**src/hw/rtl/knxtc_pkg.sv**
```systemverilog
// knxtc_pkg: shared constants for the knx telegram checker
// telegram layout, checksum seed and application service codes
// no dependencies
package knxtc_pkg;

    // telegram layout
    localparam int unsigned HEADER_BYTES = 6;
    localparam int unsigned HDR_DEPTH    = 8;
    localparam logic [7:0]  XOR_SEED     = 8'hFF;

    // decoded application service
    localparam logic [4:0] SVC_UNKNOWN        = 5'd0;
    localparam logic [4:0] SVC_GROUP_READ     = 5'd1;
    localparam logic [4:0] SVC_GROUP_RESP     = 5'd2;
    localparam logic [4:0] SVC_GROUP_WRITE    = 5'd3;
    localparam logic [4:0] SVC_PHYS_WRITE     = 5'd4;
    localparam logic [4:0] SVC_PHYS_READ      = 5'd5;
    localparam logic [4:0] SVC_PHYS_RESP      = 5'd6;
    localparam logic [4:0] SVC_PROP_READ      = 5'd7;
    localparam logic [4:0] SVC_PROP_RESP      = 5'd8;
    localparam logic [4:0] SVC_PROP_WRITE     = 5'd9;
    localparam logic [4:0] SVC_AUTH_REQ       = 5'd10;
    localparam logic [4:0] SVC_AUTH_RESP      = 5'd11;
    localparam logic [4:0] SVC_MEM_READ       = 5'd12;
    localparam logic [4:0] SVC_MEM_RESP       = 5'd13;
    localparam logic [4:0] SVC_MEM_WRITE      = 5'd14;
    localparam logic [4:0] SVC_DESC_READ      = 5'd15;
    localparam logic [4:0] SVC_DESC_RESP      = 5'd16;
    localparam logic [4:0] SVC_RESTART        = 5'd17;

    // 4-bit apci codes
    localparam logic [3:0] APCI4_GROUP_READ   = 4'h0;
    localparam logic [3:0] APCI4_GROUP_RESP   = 4'h1;
    localparam logic [3:0] APCI4_GROUP_WRITE  = 4'h2;
    localparam logic [3:0] APCI4_PHYS_WRITE   = 4'h3;
    localparam logic [3:0] APCI4_PHYS_READ    = 4'h4;
    localparam logic [3:0] APCI4_PHYS_RESP    = 4'h5;
    localparam logic [3:0] APCI4_MEM_READ     = 4'h8;
    localparam logic [3:0] APCI4_MEM_RESP     = 4'h9;
    localparam logic [3:0] APCI4_MEM_WRITE    = 4'hA;
    localparam logic [3:0] APCI4_DESC_READ    = 4'hC;
    localparam logic [3:0] APCI4_DESC_RESP    = 4'hD;
    localparam logic [3:0] APCI4_RESTART      = 4'hE;
    localparam logic [3:0] APCI4_EXTENDED     = 4'hF;

    // 6-bit extended codes
    localparam logic [5:0] APCI6_PROP_READ    = 6'h15;
    localparam logic [5:0] APCI6_PROP_RESP    = 6'h16;
    localparam logic [5:0] APCI6_PROP_WRITE   = 6'h17;
    localparam logic [5:0] APCI6_AUTH_REQ     = 6'h11;
    localparam logic [5:0] APCI6_AUTH_RESP    = 6'h12;

endpackage

```
**src/hw/rtl/knx_telegram_checker_unit.sv**
```systemverilog
// knx_telegram_checker_unit: byte-wise knx tp1 telegram parser and checker
// depends on knxtc_pkg
// a result is registered and appears in the cycle after its checksum word is accepted
// throughput: one word per cycle; the single output register holds a result
// and the input stalls only while that register is full and not taken
// reset: synchronous active-low i_rst_n clears frame state and output valid, not header bytes
module knx_telegram_checker_unit (
    input  logic        i_clk,
    input  logic        i_rst_n,
    input  logic        i_in_valid,
    output logic        o_in_ready,
    input  logic [7:0]  i_rx_byte,
    input  logic        i_frame_start,
    output logic        o_out_valid,
    input  logic        i_out_ready,
    output logic        o_checksum_ok,
    output logic        o_repeated,
    output logic [1:0]  o_priority_res,
    output logic [15:0] o_source_address,
    output logic [15:0] o_target_address,
    output logic        o_target_is_group,
    output logic        o_is_broadcast,
    output logic [2:0]  o_routing_count,
    output logic [4:0]  o_payload_bytes,
    output logic [4:0]  o_service,
    output logic [1:0]  o_transport_type,
    output logic [3:0]  o_sequence_number
);
    import knxtc_pkg::*;

    // frame state
    logic [4:0] r_count;
    logic [7:0] r_xor;
    logic       r_in_frame;
    logic [7:0] r_hdr [HDR_DEPTH];

    // output register
    logic        r_out_valid;
    logic        r_checksum_ok;
    logic        r_repeated;
    logic [1:0]  r_priority_res;
    logic [15:0] r_source_address;
    logic [15:0] r_target_address;
    logic        r_target_is_group;
    logic        r_is_broadcast;
    logic [2:0]  r_routing_count;
    logic [4:0]  r_payload_bytes;
    logic [4:0]  r_service;
    logic [1:0]  r_transport_type;
    logic [3:0]  r_sequence_number;

    logic       w_accept;
    logic       w_active;
    logic [4:0] w_idx;
    logic [7:0] w_xor;
    logic [4:0] w_len;
    logic       w_last;
    logic [7:0] w_b7;
    logic [3:0] w_code4;
    logic [5:0] w_code6;
    logic [4:0] w_service;

    assign o_in_ready = !r_out_valid || i_out_ready;
    assign w_accept   = i_in_valid && o_in_ready;

    // effective frame position, a start flag restarts parsing
    assign w_active = i_frame_start || r_in_frame;
    assign w_idx    = i_frame_start ? 5'd0 : r_count;
    assign w_xor    = i_frame_start ? XOR_SEED : r_xor;

    // checksum position; header byte 5 is always stored by then
    assign w_len  = {1'b0, r_hdr[5][3:0]} + 5'd1;
    assign w_last = w_active && (w_idx > 5'(HEADER_BYTES))
                    && (w_idx == 5'(HEADER_BYTES) + w_len);

    // with a one-byte payload byte 7 is the current word
    assign w_b7    = (w_idx == 5'(HDR_DEPTH - 1)) ? i_rx_byte : r_hdr[7];
    assign w_code4 = {r_hdr[6][1:0], w_b7[7:6]};
    assign w_code6 = w_b7[5:0];

    // application service decode
    always_comb begin
        case (w_code4)
            APCI4_GROUP_READ:  w_service = SVC_GROUP_READ;
            APCI4_GROUP_RESP:  w_service = SVC_GROUP_RESP;
            APCI4_GROUP_WRITE: w_service = SVC_GROUP_WRITE;
            APCI4_PHYS_WRITE:  w_service = (w_code6 == 6'd0) ? SVC_PHYS_WRITE : SVC_UNKNOWN;
            APCI4_PHYS_READ:   w_service = (w_code6 == 6'd0) ? SVC_PHYS_READ : SVC_UNKNOWN;
            APCI4_PHYS_RESP:   w_service = (w_code6 == 6'd0) ? SVC_PHYS_RESP : SVC_UNKNOWN;
            APCI4_MEM_READ:    w_service = (w_code6[5:4] == 2'd0) ? SVC_MEM_READ : SVC_UNKNOWN;
            APCI4_MEM_RESP:    w_service = (w_code6[5:4] == 2'd0) ? SVC_MEM_RESP : SVC_UNKNOWN;
            APCI4_MEM_WRITE:   w_service = (w_code6[5:4] == 2'd0) ? SVC_MEM_WRITE : SVC_UNKNOWN;
            APCI4_DESC_READ:   w_service = (w_code6 == 6'd0) ? SVC_DESC_READ : SVC_UNKNOWN;
            APCI4_DESC_RESP:   w_service = (w_code6 == 6'd0) ? SVC_DESC_RESP : SVC_UNKNOWN;
            APCI4_RESTART:     w_service = (w_code6 == 6'd0) ? SVC_RESTART : SVC_UNKNOWN;
            APCI4_EXTENDED: begin
                case (w_code6)
                    APCI6_PROP_READ:  w_service = SVC_PROP_READ;
                    APCI6_PROP_RESP:  w_service = SVC_PROP_RESP;
                    APCI6_PROP_WRITE: w_service = SVC_PROP_WRITE;
                    APCI6_AUTH_REQ:   w_service = SVC_AUTH_REQ;
                    APCI6_AUTH_RESP:  w_service = SVC_AUTH_RESP;
                    default:          w_service = SVC_UNKNOWN;
                endcase
            end
            default:           w_service = SVC_UNKNOWN;
        endcase
    end

    // frame control state
    always_ff @(posedge i_clk) begin
        if (!i_rst_n) begin
            r_count    <= 5'd0;
            r_xor      <= XOR_SEED;
            r_in_frame <= 1'b0;
        end else if (w_accept && w_active) begin
            if (w_last) begin
                r_count    <= 5'd0;
                r_xor      <= XOR_SEED;
                r_in_frame <= 1'b0;
            end else begin
                r_count    <= w_idx + 5'd1;
                r_xor      <= w_xor ^ i_rx_byte;
                r_in_frame <= 1'b1;
            end
        end
    end

    // header byte capture
    always_ff @(posedge i_clk) begin
        if (w_accept && w_active && w_idx < 5'(HDR_DEPTH)) begin
            r_hdr[w_idx[2:0]] <= i_rx_byte;
        end
    end

    // output valid
    always_ff @(posedge i_clk) begin
        if (!i_rst_n) begin
            r_out_valid <= 1'b0;
        end else if (w_accept && w_last) begin
            r_out_valid <= 1'b1;
        end else if (i_out_ready) begin
            r_out_valid <= 1'b0;
        end
    end

    // result fields
    always_ff @(posedge i_clk) begin
        if (w_accept && w_last) begin
            r_checksum_ok     <= (i_rx_byte == w_xor);
            r_repeated        <= !r_hdr[0][5];
            r_priority_res    <= r_hdr[0][3:2];
            r_source_address  <= {r_hdr[1], r_hdr[2]};
            r_target_address  <= {r_hdr[3], r_hdr[4]};
            r_target_is_group <= r_hdr[5][7];
            r_is_broadcast    <= r_hdr[5][7] && (r_hdr[3] == 8'd0) && (r_hdr[4] == 8'd0);
            r_routing_count   <= r_hdr[5][6:4];
            r_payload_bytes   <= w_len;
            r_service         <= w_service;
            r_transport_type  <= r_hdr[6][7:6];
            r_sequence_number <= r_hdr[6][5:2];
        end
    end

    assign o_out_valid       = r_out_valid;
    assign o_checksum_ok     = r_checksum_ok;
    assign o_repeated        = r_repeated;
    assign o_priority_res    = r_priority_res;
    assign o_source_address  = r_source_address;
    assign o_target_address  = r_target_address;
    assign o_target_is_group = r_target_is_group;
    assign o_is_broadcast    = r_is_broadcast;
    assign o_routing_count   = r_routing_count;
    assign o_payload_bytes   = r_payload_bytes;
    assign o_service         = r_service;
    assign o_transport_type  = r_transport_type;
    assign o_sequence_number = r_sequence_number;

endmodule

```
**config.mk**
```make
export PLATFORM = sky130hd
export DESIGN_NAME = knx_telegram_checker_unit
export DESIGN_NICKNAME = d
export VERILOG_FILES = /design/src/hw/rtl/knxtc_pkg.sv /design/src/hw/rtl/knx_telegram_checker_unit.sv
export SDC_FILE = /design/constraint.sdc
export NUM_CORES = 1
export LEC_CHECK = 0
export BUFFER_PORTS_ARGS = -buffer_cell sky130_fd_sc_hd__buf_4
export CORE_MARGIN = 2
export CORE_UTILIZATION = 45
export DETAILED_ROUTE_END_ITERATION = 10
export SLEW_MARGIN = 40
export SYNTH_ARGS = -nofsm -noshare
export SYNTH_HDL_FRONTEND = slang
export SYNTH_SLANG_ARGS = --single-unit
```
**constraint.sdc**
```tcl
create_clock -name i_clk -period 4.4 [get_ports i_clk]
set_input_delay 0 -clock i_clk [delete_from_list [all_inputs] [get_ports i_clk]]
set_output_delay 0 -clock i_clk [all_outputs]
set_load 0.1 [all_outputs]
```
== Yosys cells after proc, flatten, opt, wreduce, memory -nomap -nowiden ==
Memories as Yosys holds them, arrays and structs flattened. A register that Yosys moved wholly into a read port is not among the register bits.
Cells that the tools add are included.
Operators by class
  $add $sub $neg: 3
  $mul: 0
  div/mod/pow operators: 0
  $lt $le $gt $ge: 2
  eq/ne operators: 20
  shift operators: 0
  muxes and demuxes: 21
  bitwise operators: 1
  reduce and logical (&&, ||, !) cells: 18
Operators by type and width (count)
  5-bit case mux with 13 select lines: 1
  6-bit by 5-bit == test with 1-bit output, second input constant: 5
  4-bit == test, second input constant: 7
  8-bit two-way mux: 3
  5-bit two-way mux: 4
  4-bit case mux with 5 select lines: 1
  8-bit zero test: 2
  4-bit two-way mux: 4
  3-bit two-way mux: 3
  4-bit by 2-bit == test with 1-bit output, second input constant: 2
  4-bit by 3-bit == test with 1-bit output, second input constant: 2
  8-bit == test: 1
  1-bit logical AND: 8
  8-bit bitwise XOR: 1
  6-bit zero test: 1
  3-bit by 5-bit adder with 5-bit output, first input constant: 1
  4-bit by 1-bit adder with 5-bit output, second input constant: 1
  5-bit by 1-bit adder with 5-bit output, second input constant: 1
  5-bit by 3-bit == test with 1-bit output, second input constant: 1
  5-bit == test: 1
  5-bit by 3-bit > comparator with 1-bit output, second input constant: 1
  5-bit by 4-bit less-than comparator with 1-bit output, second input constant: 1
  1-bit two-way mux: 5
  4-bit by 1-bit == test with 1-bit output, second input constant: 1
  5 further kinds: 7
Storage, ports and cells
  bits in registers: 56
  latch bits: 0
  RAM bits: 64
  bits in read-only memories: 0
  bits of input ports: 13
  output and inout port bits: 59
  word-level logic and storage cells: 81
  memories kept: 1
Memories
  r_hdr: words 8, bits a word 8, read ports 8, clocked after Yosys merged registers in 2, wr ports 1, line knx_telegram_checker_unit.sv:35  | logic [7:0] r_hdr [HDR_DEPTH];

== Longest topological paths before layout ==
  word-level depth: 7
  depth in mapped cells: 10
  gate-level depth less buffers: 9

== Worst setup path before layout ==
Ideal clock, no wire load.
  path type: register to register
  from: reg r_out_valid, in the netlist o_out_valid
  to: mem r_hdr[2][0] (enable)
  setup time: 395 ps
  arrival: 3402 ps
  slack: 604 ps
  stages on the path, launching flop included: 8
  path buffers: 2
  clock period less this slack: 3796 ps
  cell sequence: dfxtp_1 -> nand2b_1 -> and2_1 -> o21a_1 -> buf_2 -> buf_1 -> nand3_1 -> nor4_1
On the way
  longest elaborated chain between the ends: 7
Ends and longest elaborated chain
  from (decl): line knx_telegram_checker_unit.sv:38  | logic r_out_valid;
  from (signal assigned): line knx_telegram_checker_unit.sv:139  | r_out_valid <= 1'b0;
  from (signal assigned): line knx_telegram_checker_unit.sv:141  | r_out_valid <= 1'b1;
  from (signal assigned): line knx_telegram_checker_unit.sv:143  | r_out_valid <= 1'b0;
  1-bit zero test: line knx_telegram_checker_unit.sv:63  | assign o_in_ready = !r_out_valid || i_out_ready;
  1-bit logical OR: line knx_telegram_checker_unit.sv:63
  named net o_in_ready: line knx_telegram_checker_unit.sv:11  | output logic o_in_ready,
  1-bit logical AND: line knx_telegram_checker_unit.sv:64  | assign w_accept = i_in_valid && o_in_ready;
  1-bit logical AND (2 in a row): line knx_telegram_checker_unit.sv:131  | if (w_accept && w_active && w_idx < 5'(HDR_DEPTH)) begin
  1-bit two-way mux: line knx_telegram_checker_unit.sv:131
  1-bit two-way mux (not written as such): line knx_telegram_checker_unit.sv:132  | r_hdr[w_idx[2:0]] <= i_rx_byte;
  to (decl): line knx_telegram_checker_unit.sv:35
The timed path passes the listed nets, and every way through them passes these cells.

==> flow_summary.ini <==
[sta]
whs_ns = 0.0959
max_slew_margin = 0.486
setup_tns_ns = 0
rsz0062_at_grt = no
layout_min_cycle_time_ns = 3.39
min_period_over_period = 0.771
slew_viol_final = 0
report.final.hold_viol_count = 0
highest_attainable_clock_frequency_ghz = 0.295
worst_slew_pin_slew_ns = 0.772
clock_skew_ns = 0.00494
timing.final.setup_violations = 0

[route]
remaining_drc_errors = 0
vias_per_cell = 5.25
wl_met1_um = 4820
routed.top_layer = met4
antenna_violating_nets_post_route = 0
met3WireLength_um = 476
route.final.wire_length_um = 10500
met2_wirelength_um = 5090
post_drt_wl_per_cell_um = 16.7
num_vias = 3315
drt_pass1_iterations = 4
drt_iter0_markers = 215

[floorplan]
initial_core_util = 0.463
number_of_i_o_pins = 72
die_x_um = 113
core-area_um2 = 11500
dieArea_um2 = 12700
rows = 39
floorplan.die.height_um = 113

[placement]
placedCellCount = 588
routability_congestion = 0.797
post-dp-hpwl_um = 6600
numPortBuffers = 71

[synthesis]
postSynthRegisterBits = 131
post_synth_instance_area_um2 = 5310
ys_top_cells_by_area = sky130_fd_sc_hd__edfxtp_1, sky130_fd_sc_hd__dfxtp_1, sky130_fd_sc_hd__nand2_1, sky130_fd_sc_hd__xnor2_1, sky130_fd_sc_hd__xor2_1
synth_seq_area_share = 0.713
yosysTopAreaCellShare = 0.656
yosys_warnings = 0
number_of_flops_mapped_to_enable_cells_by_yosys = 116
yosys.cell_types.count = 52
synth_area_per_cell_um2 = 13.6
synth.net_count = 407
yosysTopAreaCell = sky130_fd_sc_hd__edfxtp_1
postSynth.topFlopCell = sky130_fd_sc_hd__edfxtp_1
async_reset_ff_frac = 0
synthesis.instances = 390

[clocking]
clk_root_buffer_cell = sky130_fd_sc_hd__clkbuf_16
clock_network_latency_to_the_later_pin_of_the_worst_skew_pair_ns = 0.41
cts_sinks = 131
tritoncts.num_buffers = 17
tritoncts = built
cts.reportedPaths.clkPinSlew_ns = 0.06
clock_path_buffers = 2
htree_levels = 4
cts_setup_buffers = 0

[cells_and_area]
layout-drive-gt1-share = 0.246
synthesis_to_layout_area_growth_pct = 26.0
diodes = 0
layout_common_cells = sky130_fd_sc_hd__edfxtp_1, sky130_fd_sc_hd__buf_4, sky130_fd_sc_hd__nand2_1, sky130_fd_sc_hd__nor2_1
final_net_count = 492
post_layout_nonfiller_instances = 631
final_common_cell = sky130_fd_sc_hd__edfxtp_1
layout.core_utilization = 0.583

[power]
power.leakage_nw = 2.39
irDropWorstVdd_v = 0.000259
totalPowerFinal_mw = 2.87
cellPowerDensity_nw_per_um2 = 429

[global_routing]
global_route_wire_length_before_repair_um = 16800
grt_start_max_net_pins = 59
global_route.overflow_total = 0
grtUsageTotal = 0.175
first_global_vias = 3222
grt_antenna_before_repair = 0

[worst_setup_path]
cp_max_fo = 58
worstSetupEndpointType = register
timing.critical_path.arrival_ns = 3.43
crit_type = reg2reg
crit_chain = ha_1 > inv_1 > ha_1 > a21oi_1 > mux2i_1 > a2111oi_4 > buf_4 > and2_2 > buf_4
critical_path_required_ns = 4.44
critical-path-max-stage-delay_ns = 0.58
crit_family = buffers and inverters
worst-path-buf-inv = 3
slowest_stage = sky130_fd_sc_hd__buf_4
critPathLaunchType = register

[flow_run]
max_cap_viol_count = 0

[hold_path]
worstHoldPathType = in2reg

[outcome]
outcome = complete, no violations
-- path summary, 6_finish.rpt --
| path | to | from | slack, ns | cells past startpoint |
|---|---|---|---|---|
| worst max-delay path | o_source_address[4] | r_hdr[5][0] | 1.01 | 9 |
| worst min-delay path | r_in_frame | i_frame_start | 0.1 | 3 |
| worst max register to register | o_source_address[4] | r_hdr[5][0] | 1.01 | 9 |
| worst min register to register | o_source_address[5] | r_hdr[2][5] | 0.42 | 0 |
-- worst register-to-register path, delay by kind of cell, from the launching register on --
kind                       cells  cell delay [ns]
buffers and inverters          3             0.91
adders and majority gates      2             0.78
AOI/OAI and AO/OA              2             0.50
DFF                            1             0.47
and+or+nand+nor                1             0.17
muxes                          1             0.14
-- per-layer routing --
metal	up-vias	track usage
met5	-	0
li1	1631	-
met3	12	0.0443
met2	85	0.273
met1	1587	0.231
met4	0	0.0829
-- flip-flops by register name, summed over array words and instances, names as in the netlist --
signal and count:
o_target_address 16, o_target_is_group 1, o_sequence_number 4, o_source_address 16
o_routing_count 3, o_checksum_ok 1, o_service 5, r_count 5
r_hdr 59, r_in_frame 1, o_priority_res 2, o_payload_bytes 5
r_xor 8, o_is_broadcast 1, o_out_valid 1, o_transport_type 2
o_repeated 1
-- cell type report --
cell class | count | area [µm²]
fill | 904 | 4780
inverter | 9 | 33.8
clock inverter | 15 | 171
multi-input combinational | 230 | 1420
timing repair buffer | 86 | 673
clock buffer | 17 | 425
tap | 143 | 179
sequential | 131 | 3780
-- through the flow --
stage,setup slack [ns],area [µm²]
after global routing,0.812,6690
after detailed placement,1.03,5980
final,1.01,6690
after floorplan,0.604,5310
after global placement,1.18,5960
after CTS,1.02,6690
-- synthesized netlist by cell type, types with 4 or more instances --
cell	number
sky130_fd_sc_hd__nor3_1	11
sky130_fd_sc_hd__o211ai_1	4
sky130_fd_sc_hd__nor4_1	8
sky130_fd_sc_hd__edfxtp_1	116
sky130_fd_sc_hd__nor2b_1	5
sky130_fd_sc_hd__dfxtp_1	15
sky130_fd_sc_hd__xnor2_1	10
sky130_fd_sc_hd__nand2b_1	10
sky130_fd_sc_hd__nand2_1	43
sky130_fd_sc_hd__or3_1	4
sky130_fd_sc_hd__o22ai_1	9
sky130_fd_sc_hd__a31oi_1	11
sky130_fd_sc_hd__xor2_1	10
sky130_fd_sc_hd__a21oi_1	17
sky130_fd_sc_hd__a21o_1	4
sky130_fd_sc_hd__inv_1	9
sky130_fd_sc_hd__buf_2	4
sky130_fd_sc_hd__mux2i_1	4
sky130_fd_sc_hd__nand3_1	9
sky130_fd_sc_hd__and2_1	4
sky130_fd_sc_hd__o21ai_0	7
sky130_fd_sc_hd__clkbuf_1	12
sky130_fd_sc_hd__nor2_1	20
sky130_fd_sc_hd__ha_1	4
-- power by group --
group,switching (mW),internal [mW],leakage (nW)
combinational,0.0594,0.0428,0.929
sequential,0.0133,1.36,1.17
clock,0.553,0.849,0.291
-- kinds of logic after synthesis --
logic type,count (synthesis),share of synthesized area
AND/OR/NAND/NOR,128,0.121
adder cells (fa/ha/maj),4,0.00943
buffers and inverters,29,0.0231
multiplexers,4,0.00754
flip-flops,131,0.713
XOR/XNOR,20,0.0330
AO/OA/AOI/OAI,74,0.0935
-- repair_timing --
action | in CTS | in global routing
gates resized for setup | 0 | 0
hold endpoints to repair | 74 | 0
hold buffers | 11 | 0
No activity file was read; power rests on OpenSTA's default activity.
